[config.mk]
export PLATFORM = sky130hd
export DESIGN_NAME = srv6_ram
export DESIGN_NICKNAME = d
export VERILOG_FILES = /design/src/sv/assert_macros.svh /design/src/sv/srv6_ram.sv
export SDC_FILE = /design/constraint.sdc
export NUM_CORES = 1
export LEC_CHECK = 0
export BUFFER_PORTS_ARGS = -buffer_cell sky130_fd_sc_hd__buf_2
export CORE_MARGIN = 2
export CORE_UTILIZATION = 27
export DETAILED_ROUTE_END_ITERATION = 8
export GPL_TIMING_DRIVEN = 0
export SLEW_MARGIN = 15
export SYNTH_ARGS = -nofsm -noshare
export SYNTH_HDL_FRONTEND = slang
export SYNTH_SLANG_ARGS = --single-unit
export TNS_END_PERCENT = 50
[constraint.sdc]
create_clock -name clock -period 2.4 [get_ports clock]
set_input_delay 0 -clock clock [delete_from_list [all_inputs] [get_ports clock]]
set_output_delay 0 -clock clock [all_outputs]
set_load 0.005 [all_outputs]
[src/sv/assert_macros.svh]
// Assertion macros shared by the header builder RTL.
// No dependencies.
`ifndef ASSERT_MACROS_SVH
`define ASSERT_MACROS_SVH
// Check that an antecedent implies a consequent on the same edge.
`define ASSERT_IMP(label, clk, rst, a, c, msg) \
   label: assert property (@(posedge clk) disable iff (rst) (a) |-> (c)) else $error(msg);
// Check that an antecedent implies a consequent on the next edge.
`define ASSERT_NEXT(label, clk, rst, a, c, msg) \
   label: assert property (@(posedge clk) disable iff (rst) (a) |=> (c)) else $error(msg);
`endif

[src/sv/srv6_ram.sv]
// Generic single-port-write, single-port-read RAM with registered read.
// No dependencies.
module srv6_ram #(
   parameter int WIDTH = 8,
   parameter int DEPTH = 16
) (
   input  logic clock,
   input  logic wr_en,
   input  logic [$clog2(DEPTH)-1:0] wr_addr,
   input  logic [WIDTH-1:0] wr_data,
   input  logic [$clog2(DEPTH)-1:0] rd_addr,
   output logic [WIDTH-1:0] rd_data
);
   logic [WIDTH-1:0] mem [DEPTH];
   logic [WIDTH-1:0] rd_data_ff;

   // Write and registered read
   always_ff @(posedge clock) begin
      if (wr_en) mem[wr_addr] <= wr_data;
      rd_data_ff <= mem[rd_addr];
   end
   assign rd_data = rd_data_ff;
endmodule

Word level (Yosys, flattened, before mapping)
Memory sizes are Yosys's and may differ from the RTL's. A register that Yosys moved wholly into a read port is not among the register bits.
Cells that the tools add are included.
{"block": "word_totals", "reg_bits": 0, "out_inout_bits": 8, "inputBits": 18, "wordCells": 3, "mem_count": 1, "mem_bits_rw": 128}
{"block": "op_classes", "muxes": 2}
{"memory": "mem", "words": 16, "width": 8, "read_ports": 1, "rd_clocked_by_memory_dff": 1, "wr": 1, "line": "srv6_ram.sv:14", "rtl": "logic [WIDTH-1:0] mem [DEPTH];"}
{"operator": "$mux W1", "count": 2}

Depth between registers and ports, before layout
Gate-level depths: netlist (run 1).
{"block": "logic_depth", "depth_word": 2, "ltp_mapped": 5, "depth_no_buf": 3}

Least setup slack after synthesis (run 1)
No wires, ideal clock.
{"block": "synth_path", "kind": "input -> register", "from": "input port wr_addr[2]", "to": "memory mem[0][0], enable pin", "setup_slack_ns": 0.907, "t_required_ns": 2.017, "n_path_buf": 0, "t_arrival_ns": 1.110, "setup_ns": 0.383, "cell_stages": 2, "cell_sequence": "or3b_2 > nor3_1"}
{"item": "from (decl)", "line": "srv6_ram.sv:9", "rtl": "input logic [$clog2(DEPTH)-1:0] wr_addr,"}
{"item": "to (decl)", "line": "srv6_ram.sv:14"}
No word-level cell before the write port.

==> flow_summary.yaml, run 1 <==
sta:
  whs_ns: 0.111
  drv_slew: 0
  finalCritPeriodShare_pct: 58.9
  setup_viol: 0
  slew_headroom_pct: 38.1
  max_clock_freq_mhz: 708
  rsz0062_at_grt: "false"
  skew_ns: 0.00847
  finalCriticalPeriod_ns: 1.41
  worst_pin_slew_ns: 0.925
  finalHoldViolCount: 0
  finalSetupTns_ns: 0
global_route:
  first_global_vias: 2563
  grt_use_total_pct: 10.7
  grt_start_max_net_pins: 17
  grt_pass1_wl_mm: 15.3
  antenna_found_initial: 0
  overflow: 0
route:
  drtIter0Drc: 243
  wl_per_cell_um: 19.6
  wirelength_mm: 10.4
  ant_nets: 0
  dr_total_vias: 2410
  viasPerCell: 4.56
  drc_errors: 0
  drt_pass1_iterations: 4
hold_path:
  min_from: "wr_addr[0]"
  hp-class: "in -> reg"
power_and_ir_drop:
  pwr_density_cell_nw_per_um2: 903
  leakage_nw: 2.08
  peakVddDrop_mv: 0.609
layout:
  area_growth_pct: 22.4
  drive_gt1_share_pct: 30.3
  antenna_cells: 0
  finalNetCount: 299
logic_synthesis:
  ys_seq_area_share_pct: 77.8
  async_reset_ff_share_pct: 0
  netlist.area_leader.share_pct: 74.7
  synth_top_area_cell: "edfxtp_1"
  synthTopCellsByCount: "128 x edfxtp_1, 18 x mux4_2, 16 x a22oi_1"
  ys_warn_count: 0
  syn_area_um2: 5150
  synth_cells: 229
  ys.flop_type: "edfxtp_1"
  synth_area_leaders: "edfxtp_1 75%, mux4_2 7.9%, mux4_1 7.1%"
  synth_seq_cells: 136
  synth_nets: 247
  synth_cell_type_count: 19
  yosysMostFrequentCell: "edfxtp_1"
  synth-edff-count: 128
  avgSynthCellArea_um2: 22.5
critical_path:
  critPathBufInv: 0
  cp_data_arrival_time_ns: 1.70
  crit_type: "reg -> reg"
  slowest_delay_ns: 0.55
  cp_max_fo: 1
  slowest_stage: "mux4_1"
  crit_path_cell_trace: "mux4_1 > a22oi_1 > nand2_1"
  end_kind: "register"
  crit_start: "mem[5][3]"
  cp_top_family: "multiplexers"
  start_kind: "register"
  crit_required_ns: 2.69
  worstReg2RegStart: "mem[5][3]"
run:
  drv_cap: 0
floorplan:
  die_h_um: 142
  die_x_um: 142
  num_rows: 50
  coreArea_um2: 18700
  boundaryPins: 26
  start_util_pct: 27.5
  die-area_um2: 20200
clocking:
  cts_sinks: 136
  clkLatencyLatePin_ns: 0.42
  cts_made_buffers: 17
  cts_hold_repair.buffers: 8
  postCtsSetupBuffers: 0
  cts_tree: "yes"
  ctsResizeCount: 0
  cts_max_level: 4
  clkTransAtPathRegs_ns: 0.06
  cts_buffer_depth: 2
  cts_root_buffer: "clkbuf_16"
placement:
  dp.final_hpwl_mm: 6.70
  io_buffer_count: 24
  gp_congestion: 0.724
status:
  outcome: "completed"
[kinds of logic (layout without fill, tap and decap cells)]
logic type | Yosys count | after routing | share of synthesized area [%]
compound gates | 16 | 16 | 2.33
simple gates | 35 | 35 | 3.18
flops | 136 | 136 | 77.8
buf+inv | 10 | 75 | 1.68
mux | 32 | 32 | 15.0
[power breakdown]
| group | switching (mW) | internal, mW | leakage (nW) |
|---|---|---|---|
| clock | 0.930 | 1.83 | 0.301 |
| combinational | 0.148 | 0.114 | 0.559 |
| sequential | 0.0128 | 2.66 | 1.22 |
| total | 1.09 | 4.60 | 2.08 |
[cell type report]
class / count / area [um2]
buffer: 10 / 86.3
fill: 1734 / 12400
clock buffer: 18 / 429
tap: 234 / 293
sequential: 136 / 4000
clock inverter: 14 / 205
multi-input combinational: 83 / 1080
timing repair buffer: 33 / 208
[per-layer routing]
layer	global-route usage, %	part of all wire [%]	up-vias
li1	-	-	1077
met1	13.6	42	1241
met2	17.3	51	86
met3	3.20	6.8	6
met4	4.42	0.53	0
met5	0	0	-
[path summary, 6_finish.rpt]
kind | end | slack [ns] | cells after the start
worst min register to register | rd_data[3] | 0.68 | 3
worst max register to register | rd_data[3] | 0.99 | 3
worst min-delay path | mem[4][5] | 0.11 | 2
worst max-delay path | rd_data[3] | 0.99 | 3
[flip-flops by register name, summed over array words and instances, names as in the netlist]
register / cells
rd_data: 8
mem: 128
[cells in the final DEF (no fill, tap or decap), drive strengths merged]
| cell | synthesis | routed |
|---|---|---|
| dlygate4sd3 | 0 | 8 |
| mux4 | 32 | 32 |
| nand3 | 1 | 1 |
| buf | 7 | 32 |
| a22oi | 16 | 16 |
| clkinvlp | 0 | 4 |
| or3b | 1 | 1 |
| nor2b | 1 | 1 |
| clkinv | 0 | 5 |
| and2b | 1 | 1 |
| bufinv | 0 | 5 |
| nor2 | 13 | 13 |
| clkdlybuf4s25 | 3 | 3 |
| nand2 | 9 | 9 |
| nand3b | 2 | 2 |
| nand2b | 2 | 2 |
| clkbuf | 0 | 18 |
| and2 | 1 | 1 |
| nor3 | 4 | 4 |
| edfxtp | 128 | 128 |
| dfxtp | 8 | 8 |
[per-stage QoR]
| stage | cells | util (%) | area [um2] | total power [mW] | setup WS (ns) |
|---|---|---|---|---|---|
| after floorplan | 229 | - | 5150 | 2.85 | 0.907 |
| after global placement | 487 | 29.7 | 5560 | 2.96 | 0.295 |
| after detailed placement | 488 | 29.9 | 5590 | 2.97 | 0.692 |
| after CTS | 528 | 33.7 | 6300 | 5.73 | 0.968 |
| after global routing | 528 | 33.7 | 6300 | 5.85 | 0.931 |
| final | 528 | 33.7 | 6300 | 5.69 | 0.987 |
Note: power is estimated with default switching activity, not from simulation.
==> inputs of run 2 (changes only) <==
--- a/config.mk
+++ b/config.mk
@@ -5,6 +5,7 @@
 export SDC_FILE = /design/constraint.sdc
 export NUM_CORES = 1
 export LEC_CHECK = 0
+export ABC_AREA = 1
 export BUFFER_PORTS_ARGS = -buffer_cell sky130_fd_sc_hd__buf_2
 export CORE_MARGIN = 2
 export CORE_UTILIZATION = 27
==> constraint.sdc (replaced) <==
create_clock -name clock -period 1.4 [get_ports clock]
set_input_delay 0 -clock clock [delete_from_list [all_inputs] [get_ports clock]]
set_output_delay 0 -clock clock [all_outputs]
set_load 0.005 [all_outputs]
==> run 2 against run 1 <==
Effect of this change: the flow now finishes with violations (hold timing); power is 72% higher; worst setup slack worse by 0.67 ns; non-clock buffer count is 4 higher; final cell count is 67% higher; clock power is 67% higher; core utilization is 1.2 points lower; wire length is 36% higher; clock-buffer cell count is 6 higher; cell area is 8.5% higher.
==> flow_summary.yaml, run 2 <==
sta:
  finalCriticalPeriod_ns: 1.08
  rsz0062_at_grt: "false"
  skew_ns: 0.00814
  max_clock_freq_mhz: 922
  finalHoldViolCount: 5
  worst_pin_slew_ns: 0.909
  drv_slew: 0
  slew_headroom_pct: 39.2
  setup_viol: 0
  whs_ns: -0.00303
  setup_ws_ns: 0.316
  finalCritPeriodShare_pct: 77.4
layout:
  layout_commonest_cell: "nand2_1"
  register_area_um2: 4000
  post-route-util_pct: 32.5
  multiInputGateArea_um2: 1210
  drive_gt1_share_pct: 12.5
  final_cell_mix: "173 x nand2_1, 128 x edfxtp_1, 100 x inv_1"
  area_growth_pct: 18.6
  instances_no_fill: 881
  largest_reg_flops: 128
  postLayoutCellArea_um2: 6840
  regMostFlops: "mem"
  antenna_cells: 0
  num-fill-cells: 2095
  finalNetCount: 611
floorplan:
  die_x_um: 150
  boundaryPins: 26
  coreArea_um2: 21000
  die-area_um2: 22500
  start_util_pct: 27.4
  die_h_um: 150
  num_rows: 53
logic_synthesis:
  syn_area_um2: 5770
  synth_area_leaders: "edfxtp_1 67%, nand2_1 11%, nand3_1 8.4%"
  synth-edff-count: 128
  synth_cells: 551
  netlist.area_leader.share_pct: 66.7
  ys.flop_type: "edfxtp_1"
  synth_top_area_cell: "edfxtp_1"
  synth_nets: 569
  ys_seq_area_share_pct: 69.4
  ys_warn_count: 0
  avgSynthCellArea_um2: 10.5
  async_reset_ff_share_pct: 0
  yosysMostFrequentCell: "nand2_1"
  synth_cell_type_count: 12
  synthTopCellsByCount: "173 x nand2_1, 128 x edfxtp_1, 100 x inv_1"
  synth_seq_cells: 136
placement:
  gp_congestion: 0.835
  post-place-ws_ns: -0.125
  place_inst: 848
  dp.final_hpwl_mm: 9.35
  io_buffer_count: 22
  placed_cell_area_um2: 6220
hold_path:
  hp-class: "in -> reg"
status:
  violations: "hold timing"
  outcome: "finished, violations left"
global_route:
  overflow: 0
  grt_use_total_pct: 13.4
  grt_start_max_net_pins: 17
  first_global_vias: 3610
  grt_pass1_wl_mm: 21.5
  antenna_found_initial: 0
run:
  drv_cap: 0
power_and_ir_drop:
  pwr_density_cell_nw_per_um2: 1430
  leakage_nw: 2.91
  peakVddDrop_mv: 0.832
clocking:
  cts_sinks: 136
  cts_tree: "yes"
  clkTransAtPathRegs_ns: 0.06
  cts_buffer_depth: 2
  clkLatencyLatePin_ns: 0.43
  cts_root_buffer: "clkbuf_16"
  cts_max_level: 4
  cts_made_buffers: 17
route:
  dr_total_vias: 3774
  drt_pass1_iterations: 6
  drtIter0Drc: 310
  drc_errors: 0
  viasPerCell: 4.28
  wl_per_cell_um: 16.1
  wirelength_mm: 14.1
  ant_nets: 0
critical_path:
  end_kind: "register"
  crit_type: "in -> reg"
  cp_data_arrival_time_ns: 1.13
  start_kind: "primary input"
  crit_required_ns: 1.44
  cp_max_fo: 8
[run 2: cell types whose count changed after synthesis, moves of 4 or more]
cell / before / now
mux4_2: 18 / 0
nor3_1: 4 / 0
mux4_1: 14 / 0
a22oi_1: 16 / 0
nor2_1: 13 / 17
nand2_1: 9 / 173
inv_1: 0 / 100
nand3_1: 1 / 97
buf_2: 3 / 13
[run 2: cell type report]
cell class	count	share of cell area, %
clock inverter	8	1.72
clock buffer	24	7.19
multi-input combinational	289	17.7
tap	275	5.03
timing repair buffer	23	1.76
sequential	136	58.5
buffer	24	2.43
inverter	102	5.60
[run 2: through the flow]
| step | setup TNS [ns] | total power [mW] | hold slack (ns) |
|---|---|---|---|
| 2_1_floorplan | 0 | 4.98 | 0.0989 |
| 3_3_place_gp | -1.79 | 5.25 | 0.389 |
| 3_5_place_dp | -2.80 | 5.25 | 0.388 |
| 5_1_grt | 0 | 10.0 | 0.0106 |
| 4_1_cts | 0 | 9.80 | 0.00375 |
| 6_report | 0 | 9.77 | -0.00303 |
[run 2: cells by family after synthesis]
group | after synthesis | synth area share, %
simple gates | 289 | 21.0
flops | 136 | 69.4
buf+inv | 126 | 9.52
[run 2: final timing paths]
path	startpoint	endpoint	slack [ns]	cells after the start
min reg2reg	mem[12][5]	rd_data[5]	0.70	6
max reg2reg	mem[10][1]	rd_data[1]	0.32	6
min	wr_data[2]	mem[15][2]	-0.003	1
max	wr_addr[3]	mem[5][1]	0.32	3
[run 2: power by group]
part           internal (mW)  total (mW)  switching, mW
clock network           2.98        4.60           1.62
logic                  0.176       0.592          0.416
registers               4.55        4.58         0.0251
total                   7.71        9.77           2.06
[run 2: layer usage]
layer / vias up / global-route usage [%] / part of all wire [%]
li1: 1860 / - / -
met1: 1758 / 18.7 / 46
met2: 135 / 20.3 / 45
met3: 21 / 3.09 / 7.0
met4: 0 / 5.05 / 2.1
met5: - / 0 / 0
[run 2: what timing repair did]
action	4_1_cts	5_1_grt
endpoints found under the hold margin	9	0
resized for setup	0	0
setup buffers	0	0
hold buffers	1	0
[run 2: worst max-delay path, stage by stage]
cell and delay, ns:
buf_2 0.12, nand3b_1 0.28, nor2_1 0.73
==> inputs of run 3 (changes only) <==
--- a/config.mk
+++ b/config.mk
@@ -5,7 +5,7 @@
 export SDC_FILE = /design/constraint.sdc
 export NUM_CORES = 1
 export LEC_CHECK = 0
-export ABC_AREA = 1
+export ABC_AREA = 0
 export BUFFER_PORTS_ARGS = -buffer_cell sky130_fd_sc_hd__buf_2
 export CORE_MARGIN = 2
 export CORE_UTILIZATION = 27
==> constraint.sdc (replaced) <==
create_clock -name clock -period 1 [get_ports clock]
set_input_delay 0 -clock clock [delete_from_list [all_inputs] [get_ports clock]]
set_output_delay 0 -clock clock [all_outputs]
set_load 0.005 [all_outputs]
==> run 3 against run 2 <==
Effect of this change: the run ends with setup timing left; clock-buffer cell count is 4 lower; sequential share of layout area is 5.0 points higher; power is 35% higher; clock skew is 0.00056 ns higher; non-clock buffer count is 8 lower; largest cell class unchanged; highest routed layer unchanged.
==> flow_summary.yaml, run 3 (synthesis results as in run 1) <==
placement:
  dp.final_hpwl_mm: 6.49
  post-place-ws_ns: -0.799
  io_buffer_count: 24
  place_inst: 487
  gp_congestion: 0.692
critical_path:
  cp_max_fo: 1
  crit_start: "mem[0][7]"
  crit_type: "reg -> reg"
  worstReg2RegStart: "mem[0][7]"
  crit_required_ns: 1.29
  timing.rr.end: "rd_data[7]"
  crit_end: "rd_data[7]"
  cp_data_arrival_time_ns: 1.57
  cp_top_family: "multiplexers"
  rrSetupSlack_ns: -0.28
  end_kind: "register"
  worst-r2r-cell-count: 3
  critPathBufInv: 0
  slowest_delay_ns: 0.47
  slowest_stage: "mux4_2"
  crit_path_cell_trace: "mux4_2 > a22oi_2 > nand2_1"
  cp_num_cells: 3
  start_kind: "register"
layout:
  antenna_cells: 0
  drive_gt1_share_pct: 40.7
  instances_no_fill: 524
  layout_commonest_cell: "edfxtp_1"
  area_growth_pct: 22.4
  largest_reg_flops: 128
  final_cell_mix: "128 x edfxtp_1, 29 x mux4_2, 24 x buf_2"
  regMostFlops: "mem"
  finalNetCount: 295
global_route:
  grt_start_max_net_pins: 17
  grt_pass1_wl_mm: 15.5
  overflow: 0
  antenna_found_initial: 0
  grt_use_total_pct: 10.8
  first_global_vias: 2489
sta:
  max_clock_freq_mhz: 781
  setup_ws_ns: -0.280
  finalCritPeriodShare_pct: 128
  slew_headroom_pct: 49.5
  whs_ns: 0.00725
  finalCriticalPeriod_ns: 1.28
  finalHoldViolCount: 0
  skew_ns: 0.00871
  worst_pin_slew_ns: 0.754
  drv_slew: 0
  finalSetupTns_ns: -2.06
  rsz0062_at_grt: "true"
  setup_viol: 8
route:
  dr_total_vias: 2392
  drc_errors: 0
  drtIter0Drc: 139
  viasPerCell: 4.56
  wirelength_mm: 10.1
  drt_pass1_iterations: 5
  ant_nets: 0
  wl_per_cell_um: 19.3
floorplan:
  die_h_um: 142
  die-area_um2: 20200
  num_rows: 50
  start_util_pct: 27.5
  die_x_um: 142
  coreArea_um2: 18700
  boundaryPins: 26
clocking:
  cts_buffer_depth: 2
  cts_root_buffer: "clkbuf_16"
  cts_max_level: 4
  cts_sinks: 136
  cts_tree: "yes"
  postCtsSetupBuffers: 0
  cts_made_buffers: 17
  clkTransAtPathRegs_ns: 0.05
  clkLatencyLatePin_ns: 0.41
power_and_ir_drop:
  leakage_nw: 2.03
  peakVddDrop_mv: 1.30
  finalPower_mw: 13.2
  pwr_density_cell_nw_per_um2: 2090
hold_path:
  hp-class: "in -> reg"
run:
  drv_cap: 0
status:
  outcome: "finished, violations left"
  violations: "setup timing"
[run 3: final cells by class]
| cell class | count | area, um2 |
|---|---|---|
| plain buffers | 10 | 86.3 |
| clock buffers | 20 | 447 |
| clock inverters | 12 | 133 |
| fillers | 1733 | 12400 |
| multi-input cells | 83 | 1150 |
| flip-flops and latches | 136 | 4000 |
| well taps | 234 | 293 |
| repair buffers | 29 | 185 |
[run 3: power by group]
part / switching, mW / internal [mW]
logic: 0.394 / 0.294
registers: 0.0303 / 6.38
clock network: 2.16 / 3.93
total: 2.58 / 10.6
[run 3: layer usage]
layer	global-route usage, %	share of wire (%)	up-vias
li1	-	-	1064
met1	14.5	46	1273
met2	16.7	49	47
met3	3.33	4.7	8
met4	3.63	0.99	0
met5	0	0	-
[run 3: worst register-to-register path: cells and delay by family (launching register included)]
kind | cells | cell delay (ns)
mux | 1 | 0.47
flops | 1 | 0.36
compound gates | 1 | 0.23
simple gates | 1 | 0.10
[run 3: worst min-delay path by stage]
stage	depth (start not counted)	from	endpoint	slack, ns
2_1_floorplan	0	wr_data[0]	mem[0][0]	0.1
3_3_place_gp	1	rd_data[1]	rd_data[1]	0.39
3_5_place_dp	1	rd_data[7]	rd_data[7]	0.39
4_1_cts	1	wr_data[1]	mem[13][1]	0.002
5_1_grt	1	wr_data[1]	mem[13][1]	0.005
6_report	1	wr_data[1]	mem[13][1]	0.007
[run 3: metrics by stage]
step / utilization (%) / cell area, um2
final: 33.7 / 6300
after global routing: 33.7 / 6300
after detailed placement: 29.9 / 5600
after global placement: 29.9 / 5600
after floorplan: - / 5190
after CTS: 33.5 / 6260
[run 3: what timing repair did]
| action | in CTS | in global routing |
|---|---|---|
| setup endpoints to repair | 93 | 32 |
| hold buffers | 5 | 0 |
| gates cloned | 0 | 0 |
| pin swaps | 8 | 4 |
| hold endpoints to repair | 38 | 0 |
| gates resized for setup | 28 | 10 |
